===== src/rtl/core/sortpq_pkg.sv =====
// Shared types and codes for the sorted priority queue core.
// No dependencies; imported by the controller, datapath and top level.
package sortpq_pkg;

    // Operation kind carried on the input channel.
    localparam logic KIND_ENQ = 1'b0;
    localparam logic KIND_DEQ = 1'b1;

    // Result status codes.
    typedef enum logic [1:0] {
        STAT_INSERTED = 2'd0,
        STAT_REMOVED  = 2'd1,
        STAT_EMPTY    = 2'd2,
        STAT_FULL     = 2'd3
    } status_t;

    // Command from the controller to the datapath.
    typedef enum logic [1:0] {
        OP_IDLE   = 2'd0,
        OP_REJECT = 2'd1,
        OP_INSERT = 2'd2,
        OP_REMOVE = 2'd3
    } op_t;

    typedef struct packed {
        op_t        op;
        logic [7:0] data;
        logic [7:0] prio;
    } cmd_t;

    // Status from the datapath to the controller.
    typedef struct packed {
        logic full;
        logic empty;
    } dp_stat_t;

endpackage


===== src/rtl/core/sortpq_ctrl.sv =====
// Controller for the sorted priority queue: handshakes and command decode.
// Depends on sortpq_pkg.
module sortpq_ctrl
    import sortpq_pkg::*;
(
    input  logic       aclk,
    input  logic       aresetn,
    input  logic       s_valid,
    output logic       s_ready,
    input  logic       s_kind,
    input  logic [7:0] s_item_data,
    input  logic [7:0] s_item_priority,
    output logic       m_valid,
    input  logic       m_ready,
    output logic [1:0] m_status,
    input  dp_stat_t   dp_stat,
    output cmd_t       cmd
);

    typedef enum logic {
        CS_IDLE,
        CS_HOLD
    } state_t;

    state_t  state_reg;
    status_t status_reg;
    status_t status_next;
    logic    accept;

    // A new item may enter whenever the result register is free or being drained.
    assign s_ready = (state_reg == CS_IDLE) || m_ready;
    assign accept  = s_valid && s_ready;

    // Decode the accepted item against the queue's full and empty flags.
    always_comb begin
        cmd.data    = s_item_data;
        cmd.prio    = s_item_priority;
        cmd.op      = OP_IDLE;
        status_next = STAT_INSERTED;
        if (accept) begin
            if (s_kind == KIND_DEQ) begin
                if (dp_stat.empty) begin
                    cmd.op      = OP_REJECT;
                    status_next = STAT_EMPTY;
                end else begin
                    cmd.op      = OP_REMOVE;
                    status_next = STAT_REMOVED;
                end
            end else begin
                if (dp_stat.full) begin
                    cmd.op      = OP_REJECT;
                    status_next = STAT_FULL;
                end else begin
                    cmd.op      = OP_INSERT;
                    status_next = STAT_INSERTED;
                end
            end
        end
    end

    // State and registered result status.
    always_ff @(posedge aclk) begin
        if (!aresetn) begin
            state_reg  <= CS_IDLE;
            status_reg <= STAT_INSERTED;
        end else begin
            case (state_reg)
                CS_IDLE: begin
                    if (accept) begin
                        state_reg  <= CS_HOLD;
                        status_reg <= status_next;
                    end
                end
                CS_HOLD: begin
                    if (accept) begin
                        status_reg <= status_next;
                    end else if (m_ready) begin
                        state_reg <= CS_IDLE;
                    end
                end
                default: begin
                    state_reg <= CS_IDLE;
                end
            endcase
        end
    end

    assign m_valid  = (state_reg == CS_HOLD);
    assign m_status = status_reg;

endmodule


===== src/rtl/core/sortpq_datapath.sv =====
// Datapath for the sorted priority queue: a row of sorted entry cells and the count.
// Depends on sortpq_pkg.
module sortpq_datapath
    import sortpq_pkg::*;
#(
    parameter int DEPTH = 16
) (
    input  logic       aclk,
    input  logic       aresetn,
    input  cmd_t       cmd,
    output dp_stat_t   dp_stat,
    output logic [7:0] out_data,
    output logic [4:0] occupancy
);

    localparam int CW = $clog2(DEPTH + 1);

    logic [7:0]    data_reg [DEPTH];
    logic [7:0]    prio_reg [DEPTH];
    logic [7:0]    data_next [DEPTH];
    logic [7:0]    prio_next [DEPTH];
    logic [CW-1:0] count_reg;
    logic [CW-1:0] count_next;
    logic [7:0]    out_data_reg;
    logic [DEPTH-1:0] gt;
    logic [CW+4:0] count_ext;

    // Held cells whose priority is strictly above the new one; the row is sorted,
    // so these form a contiguous tail of the held region.
    always_comb begin
        for (int i = 0; i < DEPTH; i++) begin
            gt[i] = (CW'(i) < count_reg) && (prio_reg[i] > cmd.prio);
        end
    end

    // Per-cell next value: insert shifts the tail back, remove shifts all forward.
    always_comb begin
        for (int i = 0; i < DEPTH; i++) begin
            data_next[i] = data_reg[i];
            prio_next[i] = prio_reg[i];
            if (cmd.op == OP_INSERT) begin
                if (i > 0 && gt[(i > 0) ? i - 1 : 0]) begin
                    data_next[i] = data_reg[(i > 0) ? i - 1 : 0];
                    prio_next[i] = prio_reg[(i > 0) ? i - 1 : 0];
                end else if (gt[i] || (CW'(i) == count_reg)) begin
                    data_next[i] = cmd.data;
                    prio_next[i] = cmd.prio;
                end
            end else if (cmd.op == OP_REMOVE) begin
                if (i < DEPTH - 1) begin
                    data_next[i] = data_reg[(i < DEPTH - 1) ? i + 1 : i];
                    prio_next[i] = prio_reg[(i < DEPTH - 1) ? i + 1 : i];
                end
            end
        end
    end

    // Entry count follows the executed operation.
    always_comb begin
        case (cmd.op)
            OP_INSERT: count_next = count_reg + 1'b1;
            OP_REMOVE: count_next = count_reg - 1'b1;
            default:   count_next = count_reg;
        endcase
    end

    // Cell row and removed-data register.
    always_ff @(posedge aclk) begin
        for (int i = 0; i < DEPTH; i++) begin
            data_reg[i] <= data_next[i];
            prio_reg[i] <= prio_next[i];
        end
        if (cmd.op != OP_IDLE) begin
            out_data_reg <= (cmd.op == OP_REMOVE) ? data_reg[0] : 8'd0;
        end
    end

    // Count register.
    always_ff @(posedge aclk) begin
        if (!aresetn) begin
            count_reg <= '0;
        end else begin
            count_reg <= count_next;
        end
    end

    assign dp_stat.full  = (count_reg == CW'(DEPTH));
    assign dp_stat.empty = (count_reg == '0);
    assign out_data      = out_data_reg;
    assign count_ext     = {5'd0, count_reg};
    assign occupancy     = count_ext[4:0];

endmodule


===== src/rtl/core/sorted_priority_queue_core.sv =====
// Sorted priority queue core: stable, lowest priority number served first.
// Latency: the result is presented the cycle after the item transfer. One item per cycle
// while m_ready is high; an insert or remove updates the whole cell row at once.
// Reset clears the entry count and any pending result; cell contents are not cleared.
// Depends on sortpq_pkg, sortpq_ctrl and sortpq_datapath.
module sorted_priority_queue_core
    import sortpq_pkg::*;
#(
    parameter int DEPTH = 16
) (
    input  logic       aclk,
    input  logic       aresetn,
    input  logic       s_valid,
    output logic       s_ready,
    input  logic       s_kind,
    input  logic [7:0] s_item_data,
    input  logic [7:0] s_item_priority,
    output logic       m_valid,
    input  logic       m_ready,
    output logic [1:0] m_status,
    output logic [7:0] m_out_data,
    output logic [4:0] m_occupancy
);

    cmd_t     cmd;
    dp_stat_t dp_stat;

    // Handshake control and command decode.
    sortpq_ctrl u_ctrl (
        .aclk            (aclk),
        .aresetn         (aresetn),
        .s_valid         (s_valid),
        .s_ready         (s_ready),
        .s_kind          (s_kind),
        .s_item_data     (s_item_data),
        .s_item_priority (s_item_priority),
        .m_valid         (m_valid),
        .m_ready         (m_ready),
        .m_status        (m_status),
        .dp_stat         (dp_stat),
        .cmd             (cmd)
    );

    // Sorted entry storage.
    sortpq_datapath #(
        .DEPTH (DEPTH)
    ) u_datapath (
        .aclk      (aclk),
        .aresetn   (aresetn),
        .cmd       (cmd),
        .dp_stat   (dp_stat),
        .out_data  (m_out_data),
        .occupancy (m_occupancy)
    );

endmodule

===== config.mk =====
export PLATFORM = sky130hd
export DESIGN_NAME = sorted_priority_queue_core
export DESIGN_NICKNAME = d
export VERILOG_FILES = /design/src/rtl/core/sortpq_pkg.sv /design/src/rtl/core/sortpq_ctrl.sv /design/src/rtl/core/sortpq_datapath.sv /design/src/rtl/core/sorted_priority_queue_core.sv
export SDC_FILE = /design/constraint.sdc
export NUM_CORES = 1
export LEC_CHECK = 0
export BUFFER_PORTS_ARGS = -buffer_cell sky130_fd_sc_hd__buf_4
export CORE_MARGIN = 1
export CORE_UTILIZATION = 35
export DETAILED_ROUTE_END_ITERATION = 10
export SLEW_MARGIN = 20
export SYNTH_ARGS = -nofsm -noshare
export SYNTH_HDL_FRONTEND = slang
export SYNTH_SLANG_ARGS = --single-unit
export TNS_END_PERCENT = 30

===== constraint.sdc =====
create_clock -name aclk -period 7.4 [get_ports aclk]
set_input_delay 0.74 -clock aclk [delete_from_list [all_inputs] [get_ports aclk]]
set_output_delay 0.74 -clock aclk [all_outputs]
set_load 0.005 [all_outputs]

Yosys cells after proc, flatten, opt, wreduce, memory -nomap -nowiden
Memory sizes are Yosys's and may differ from the RTL's.
Cells that the tools add are included.
- $add $sub $neg: 2
- order comparisons: 32
- equality and inequality tests: 18
- multiplexer cells: 137
- bitwise logic cells: 1
- reduce and logical (&&, ||, !) cells: 37
- operator list (cell ; count):
    8-bit two-way mux ; 124
    8-bit > comparator ; 16
    4-bit by 5-bit == test with 1-bit output (first input constant) ; 8
    4-bit by 5-bit less-than comparator with 1-bit output (first input constant) ; 8
    3-bit by 5-bit == test with 1-bit output (first input constant) ; 4
    3-bit by 5-bit less-than comparator with 1-bit output (first input constant) ; 4
    1-bit logical AND ; 17
    1-bit logical OR ; 17
    2-bit two-way mux ; 8
    2-bit by 5-bit == test with 1-bit output (first input constant) ; 2
    1-bit by 5-bit less-than comparator with 1-bit output (first input constant) ; 2
    2-bit by 5-bit less-than comparator with 1-bit output (first input constant) ; 2
    5-bit case mux with 2 select lines ; 1
    5-bit by 1-bit adder with 5-bit output (second input constant) ; 1
    1-bit by 5-bit == test with 1-bit output (first input constant) ; 1
    5-bit == test (second input constant) ; 1
    5-bit logical NOT ; 1
    5-bit by 1-bit subtractor with 5-bit output (second input constant) ; 1
    2-bit == test (second input constant) ; 2
    2-bit nonzero test ; 2
    1-bit two-way mux ; 3
    1-bit case mux with 2 select lines ; 1
    1-bit NOT ; 1
- register bits after elaboration: 16
- memory bits (writable): 256
- logic and storage cells: 233
- memories: 2
- memories (memory ; words ; width ; rd ports ; clocked after Yosys merged registers in ; wr ports ; RTL line ; RTL):
    u_datapath.data_reg ; 16 ; 8 ; 16 ; 0 ; 16 ; sortpq_datapath.sv:18 ; logic [7:0] data_reg [DEPTH];
    u_datapath.prio_reg ; 16 ; 8 ; 16 ; 0 ; 16 ; sortpq_datapath.sv:19 ; logic [7:0] prio_reg [DEPTH];

Longest topological paths before layout
Gate-level depths: netlist (run 1).
- word-level depth: 7
- gate-level depth with buffers: 10
- gate-level depth less buffers: 7

By module
From an unflattened synthesis (run 1), not the netlist that was laid out.
- cell total of the unflattened synthesis: 1846
- area, all modules: 17976.0 sq um
- by module, submodules not included (module ; times used ; cells each ; area an instance (sq um)):
    sortpq_datapath ; 1 ; 1812 ; 17687.0
    sortpq_ctrl ; 1 ; 34 ; 289.0

Least setup slack after synthesis (run 1)
No wires, ideal clock.
- path type: in2reg
- from: in s_item_priority[3]
- to: mem u_datapath.data_reg[8][0], enable pin
- setup time: 0.399 ns
- arrival time: 3.594 ns
- required time: 7.001 ns
- slack: 3.407 ns
- stages on the path: 7
- buffers on the path: 1
- path through: inv_1 > ha_1 > and4_1 > a211oi_1 > clkbuf_1 > nor3_1 > a31oi_1
- RTL lines (item ; RTL line ; RTL):
    start: declaration ; sorted_priority_queue_core.sv:17 ; input logic [7:0] s_item_priority,
    end: declaration ; sortpq_datapath.sv:18 ;

==> impl_metrics.csv, run 1 <==
group,metric,value,unit
finish,nNetsFinal,1818,
clocking,cts_setup_buffers,0,
pwr,p_per_area,239.8,nW/um2
logic_synthesis,synth_edf_count,264,
global_route,grt.total_usage,0.2314,
floorplan,io_pins,38,
global_route,grt_start_max_net_pins,220,
worst_setup_path,reg2reg_setup_slack,2.93,ns
job,max_cap_violations,0,
worst_setup_path,cp-start-kind,"register",
worst_setup_path,critPathMaxFanout,78,
finish,drive_above_1_share,0.1149,
sta,slew_headroom,0.1521,
logic_synthesis,yosysWarnings,0,
worst_hold_path,hp-class,"in2reg",
clocking,cts_resized,0,
logic_synthesis,syn_inst,1688,
worst_setup_path,cp_slowest_cell,"dfxtp_1",
logic_synthesis,synth_area_leaders,"edfxtp_1, ha_1, o211ai_1",
worst_hold_path,hold_depth,2,
logic_synthesis,synth_top_area_share,0.4551,
clocking,clk_latency,0.59,ns
finish,multi_input_area,8605,um2
clocking,cts_buffers,31,
finish,syn2layout_area_growth,12.09,%
sta,max_clock_freq,0.2237,GHz
sta,final-setup-viol-count,0,
worst_setup_path,crit_required,7.52,ns
floorplan,dieArea,50670,um2
floorplan,die_h,225.1,um
clocking,h-tree-depth,1,
logic_synthesis,yosys-top-cells-count,"edfxtp_1, nand2_1, o211ai_1",
clocking,cts_tree,"built",
sta,rsz0062_at_grt,"no",
logic_synthesis,ys_types,63,
floorplan,start_util,0.3551,
logic_synthesis,synth.cell_area,17420,um2
finish,seq_area,8088,um2
clocking,clock-root-buffer,"clkbuf_16",
global_route,grt-ovfl-total,0,
placement,routabilityCongestion,0.9033,
floorplan,core-area,49050,um2
detailed_routing,routedWlPerCell,25.12,um
worst_setup_path,end_kind,"register",
worst_setup_path,reg2reg_depth,7,
placement,portBuffers,37,
sta,min_period,4.470,ns
logic_synthesis,netlist.top_cell.by_area,"edfxtp_1",
detailed_routing,wl,59100,um
sta,finClkSkew,0.01812,ns
clocking,cts.hold.buffers_added,0,
worst_setup_path,path_class,"reg2reg",
pwr,power.leakage,6.737,nW
worst_setup_path,slowest_delay,0.79,ns
global_route,grt_pass1_vias,14785,
sta,final-hold-violation-count,0,
worst_setup_path,cp_cell_sequence,"inv_1 -> ha_1 -> nor3b_2 -> a2111oi_4 -> buf_4 -> buf_4 -> a41oi_2",
floorplan,rows,81,
pwr,peakVddDrop,0.1538,mV
global_route,antenna_found_initial,1,
worst_setup_path,crit_top_cell,"buf_4",
finish,num_antenna_cells,0,
global_route,grt_pass1_wl,90590,um
sta,worst_pin_slew,1.272,ns
status,outcome,"finished, final reports clean",
finish,utilization,0.3981,
finish,nFillCells,4838,
logic_synthesis,yosysMostFrequentCell,"edfxtp_1",
detailed_routing,drc,0,
sta,period_share,0.6041,
detailed_routing,drtIter0Drc,1481,
sta,tns,0,ns
placement,dp_hpwl,41480,um
logic_synthesis,synth_nets,1842,
floorplan,die_w,225.1,um
clocking,cts.clk_slew.worst_paths,0.06,ns
logic_synthesis,synth-main-ff-cell,"edfxtp_1",
detailed_routing,postRouteAntennaNets,0,
clocking,cts_sinks,272,
clocking,clockBufferDepth,3,
sta,drv_slew,0,
logic_synthesis,yosysSeqAreaShare,0.4643,
logic_synthesis,async_flop_share,0,
detailed_routing,dr.pass1.iters,5,
detailed_routing,num_vias,15041,
detailed_routing,drt-vias-per-instance,6.392,
logic_synthesis,avgSynthCellArea,10.32,um2
worst_setup_path,arrival,4.59,ns
logic_synthesis,synth-seq-cells,272,
path summary, 6_finish.rpt:
kind,endpoint,start
worst max register to register,u_datapath.data_reg[4][1],u_datapath.occupancy[1]
worst max-delay path,u_datapath.data_reg[4][1],u_datapath.occupancy[1]
worst min register to register,u_datapath.data_reg[0][0],u_datapath.data_reg[1][0]
worst min-delay path,u_datapath.occupancy[0],aresetn
per-stage QoR:
stage                     power (W)  setup WS (ns)  hold WS [ns]  instance area (um2)  instances
after detailed placement   0.003035          2.832        0.5343                18460       2295
after CTS                  0.004671          2.916        0.4436                19520       2353
after global placement     0.003004          3.041        0.5277                18460       2295
after floorplan            0.002651          3.407        0.5187                17420       1688
after global routing       0.004864          2.657        0.4629                19530       2353
final                      0.004683          2.930        0.4531                19530       2353
layout by cell type (no fill, tap or decap), types with 6 or more instances in the layout:
cell type,netlist,layout
a211oi_1,12,11
a21oi_1,44,40
a221o_1,8,8
a31oi_1,69,63
a31oi_2,0,6
and2_1,17,17
and3b_1,8,8
and4_1,11,11
buf_4,2,87
bufinv_16,0,6
clkbuf_16,0,31
clkinv_2,0,10
dfxtp_1,8,8
edfxtp_1,264,264
ha_1,133,133
inv_1,72,72
mux2_2,16,16
nand2_1,175,175
nand3_1,11,11
nand4_1,54,54
nor2_1,82,81
nor2b_1,18,18
nor3_1,9,9
o2111ai_1,98,98
o211ai_1,170,170
o21ai_0,89,89
o221ai_1,49,49
or3_1,32,32
or4_1,16,16
cells by family after synthesis:
kind of cell | synth area share
xor gates and xnor gates | 0.001006
and+or+nand+nor | 0.1306
adders and majority gates | 0.09553
buffers and inverters | 0.05092
AOI/OAI and AO/OA | 0.2456
DFF | 0.4643
muxes | 0.01207
per-layer routing:
| layer | track usage | vias to the layer above | routed length, um |
|---|---|---|---|
| met5 | 0 | - | 16 |
| met4 | 0.09480 | 2 | 2415 |
| met3 | 0.02529 | 131 | 4082 |
| met2 | 0.3727 | 669 | 26780 |
| met1 | 0.3162 | 7494 | 25810 |
| li1 | - | 6745 | - |
power by group:
group	internal [W]	switching, W
clock network	0.000973	0.000678
registers	0.00192	0.000133
logic	0.000303	0.000673
critical path: cells and delay by family, from the launching register on:
kind,cells,cell delay (ns)
fa+ha+maj,1,0.33
simple gates,1,0.23
buf+inv,3,1.42
compound gates,2,1.20
flops,1,0.79
layout make-up:
type                            instances  area share
Sequential cell                       272      0.4142
Clock inverter                         24     0.01397
Inverter                               72     0.01384
Clock buffer                           34     0.04031
Timing Repair Buffer                   88     0.03447
Tap cell                              664     0.04255
Multi-Input combinational cell       1199      0.4407
(Power assumes the default switching activity.)
==> run 2: changes to the inputs <==
Settings changed: ABC_AREA from default to 1.
Clock period 7.4 ns to 3.79 ns, I/O delays scaled along.
==> run 2 against run 1 <==
Effect of this change: synthesized cell count increased by 49%; clock power increased by 73%; hold slack got worse by 0.42 ns; sequential power grew 91%; non-clock buffer count unchanged; routed wire length fell by 0.52%; power rose by 95%.
==> impl_metrics.csv, run 2 <==
group,metric,value,unit
status,outcome,"finished, final reports clean",
logic_synthesis,syn_inst,2508,
global_route,grt-ovfl-total,0,
floorplan,io_pins,38,
clocking,clk_latency,0.58,ns
finish,fin_cells,3215,
clocking,cts_sinks,272,
finish,nNetsFinal,2663,
global_route,grt.total_usage,0.2126,
finish,finalInstanceArea,20800,um2
worst_hold_path,hp-class,"in2reg",
placement,post_dp_cell_area,19880,um2
worst_setup_path,slowest_delay,0.45,ns
sta,slew_headroom,0.2091,
finish,final_common_cell,"nand2_1",
logic_synthesis,synth.cell_area,18900,um2
clocking,clockBufferDepth,3,
pwr,seqPwrFrac,0.432,
logic_synthesis,yosysSeqAreaShare,0.4280,
sta,min_period,3.565,ns
finish,nFillCells,5481,
sta,period_share,0.9407,
logic_synthesis,async_flop_share,0,
detailed_routing,routedWlPerCell,18.29,um
sta,tns,0,ns
logic_synthesis,ys_types,38,
worst_setup_path,end_kind,"register",
worst_setup_path,critPathMaxFanout,16,
logic_synthesis,synth-main-ff-cell,"edfxtp_1",
placement,routabilityCongestion,0.9088,
logic_synthesis,synth-seq-cells,272,
pwr,peakVddDrop,0.2723,mV
logic_synthesis,yosysWarnings,0,
logic_synthesis,synth_top_area_share,0.4195,
logic_synthesis,netlist.top_cell.by_area,"edfxtp_1",
logic_synthesis,yosysMostFrequentCell,"nand2_1",
sta,final-hold-violation-count,0,
finish,num_antenna_cells,0,
detailed_routing,postRouteAntennaNets,0,
pwr,power.leakage,10.50,nW
worst_setup_path,cp_cell_sequence,"inv_1 -> ha_1 -> inv_1 -> nor2_1 -> nand2_1 -> nand2_1 -> nand2_1 -> nand2_2 -> clkinv_1 -> buf_4 -> nand2_1 -> inv_1",
logic_synthesis,yosys-top-cells-count,"nand2_1, nand3_1, inv_1",
logic_synthesis,avgSynthCellArea,7.535,um2
floorplan,core-area,52970,um2
logic_synthesis,synth_edf_count,264,
clocking,cts.hold.buffers_added,0,
worst_setup_path,cp-start-kind,"register",
worst_setup_path,arrival,3.78,ns
sta,rsz0062_at_grt,"no",
detailed_routing,dr.pass1.iters,5,
clocking,cts_buffers,29,
pwr,combPwrFrac,0.256,
worst_setup_path,cp_slowest_cell,"clkinv_1",
pwr,clockPowerShare,0.312,
logic_synthesis,synth_nets,2662,
detailed_routing,wl,58790,um
sta,final-setup-viol-count,0,
sta,max_clock_freq,0.2805,GHz
clocking,cts_resized,0,
pwr,p_switching,0.003033,W
clocking,cts_setup_buffers,0,
detailed_routing,drt-vias-per-instance,5.162,
finish,utilization,0.3927,
finish,syn2layout_area_growth,10.08,%
global_route,grt_pass1_wl,90300,um
clocking,cts.clk_slew.worst_paths,0.06,ns
job,max_cap_violations,0,
global_route,grt_start_max_net_pins,97,
sta,drv_slew,0,
worst_setup_path,path_class,"reg2reg",
pwr,p_sw_frac,0.3328,
clocking,cts_tree,"built",
global_route,antenna_found_initial,0,
floorplan,dieArea,54920,um2
sta,layout_setup_ws,0.2246,ns
clocking,h-tree-depth,1,
placement,portBuffers,37,
sta,worst_pin_slew,1.185,ns
placement,place_ws,0.3770,ns
placement,dp_cells,3166,
placement,dp_hpwl,41610,um
floorplan,die_h,234.4,um
logic_synthesis,synth_area_leaders,"edfxtp_1, nand2_1, nand3_1",
finish,drive_above_1_share,0.07242,
clocking,clock-root-buffer,"clkbuf_16",
pwr,internal-power,0.006081,W
detailed_routing,num_vias,16595,
floorplan,die_w,234.4,um
finish,layout_common_cells,"nand2_1, nand3_1, inv_1",
worst_setup_path,crit_top_cell,"nand2_1",
sta,finClkSkew,0.01415,ns
floorplan,rows,84,
floorplan,start_util,0.3567,
detailed_routing,drtIter0Drc,1667,
global_route,grt_pass1_vias,15724,
worst_setup_path,crit_required,4.00,ns
pwr,p_per_area,438.1,nW/um2
detailed_routing,drc,0,
[run 2: final cells by class]
cell class	instances	area (um2)	area share
Sequential cell	272	8088	0.3888
Tap cell	688	860.8	0.04138
Inverter	332	1251	0.06015
Clock buffer	33	740.7	0.03561
Timing Repair Buffer	88	760.7	0.03657
Multi-Input combinational cell	1786	8924	0.4290
Clock inverter	16	176.4	0.008481
[run 2: final timing paths]
check / startpoint / endpoint / slack (ns) / cells past startpoint
setup / recovery: u_datapath.occupancy[0] / u_datapath.data_reg[4][0] / 0.22 / 12
hold / removal: aresetn / u_datapath.occupancy[3] / 0.04 / 3
setup reg to reg: u_datapath.occupancy[0] / u_datapath.data_reg[4][0] / 0.22 / 12
hold reg to reg: u_ctrl.m_status[0] / u_ctrl.m_status[0] / 0.47 / 2
[run 2: through the flow]
stage	total power [W]	hold WS, ns
finish	0.009114	0.03597
global route	0.009560	0.05149
CTS	0.009125	0.01196
detailed placement	0.006288	0.4616
global placement	0.006219	0.4566
floorplan	0.005555	0.4612
[run 2: cell families (layout without fill, tap and decap cells)]
logic type                 Yosys count  count (layout)  synth area share
buffers and inverters              450             469            0.1004
DFF                                272             272            0.4280
AOI/OAI and AO/OA                   90              90           0.02999
xor gates and xnor gates             3               3          0.001391
adders and majority gates          133             133           0.08806
and+or+nand+nor                   1560            1560            0.3521
[run 2: per-layer routing]
metal / wire length (um) / vias to the layer above / GRT usage
li1: - / 8107 / -
met1: 27130 / 7686 / 0.3135
met2: 24810 / 707 / 0.3195
met3: 5005 / 95 / 0.02493
met4: 1846 / 0 / 0.07258
met5: 0 / - / 0
[run 2: power by group through the flow]
| stage | registers (W) | clock network, W | logic [W] |
|---|---|---|---|
| 2_1_floorplan | 0.00389 | 0 | 0.00167 |
| 3_3_place_gp | 0.00399 | 0 | 0.00223 |
| 3_5_place_dp | 0.00399 | 0 | 0.00230 |
| 4_1_cts | 0.00393 | 0.00289 | 0.00231 |
| 5_1_grt | 0.00396 | 0.00299 | 0.00262 |
| 6_report | 0.00394 | 0.00285 | 0.00233 |
[run 2: worst max-delay path: cells and delay by family, from the launching register on]
| kind | cells | cell delay [ns] |
|---|---|---|
| buffers and inverters | 5 | 1.52 |
| DFF | 1 | 0.44 |
| adders and majority gates | 1 | 0.36 |
| and+or+nand+nor | 6 | 0.87 |
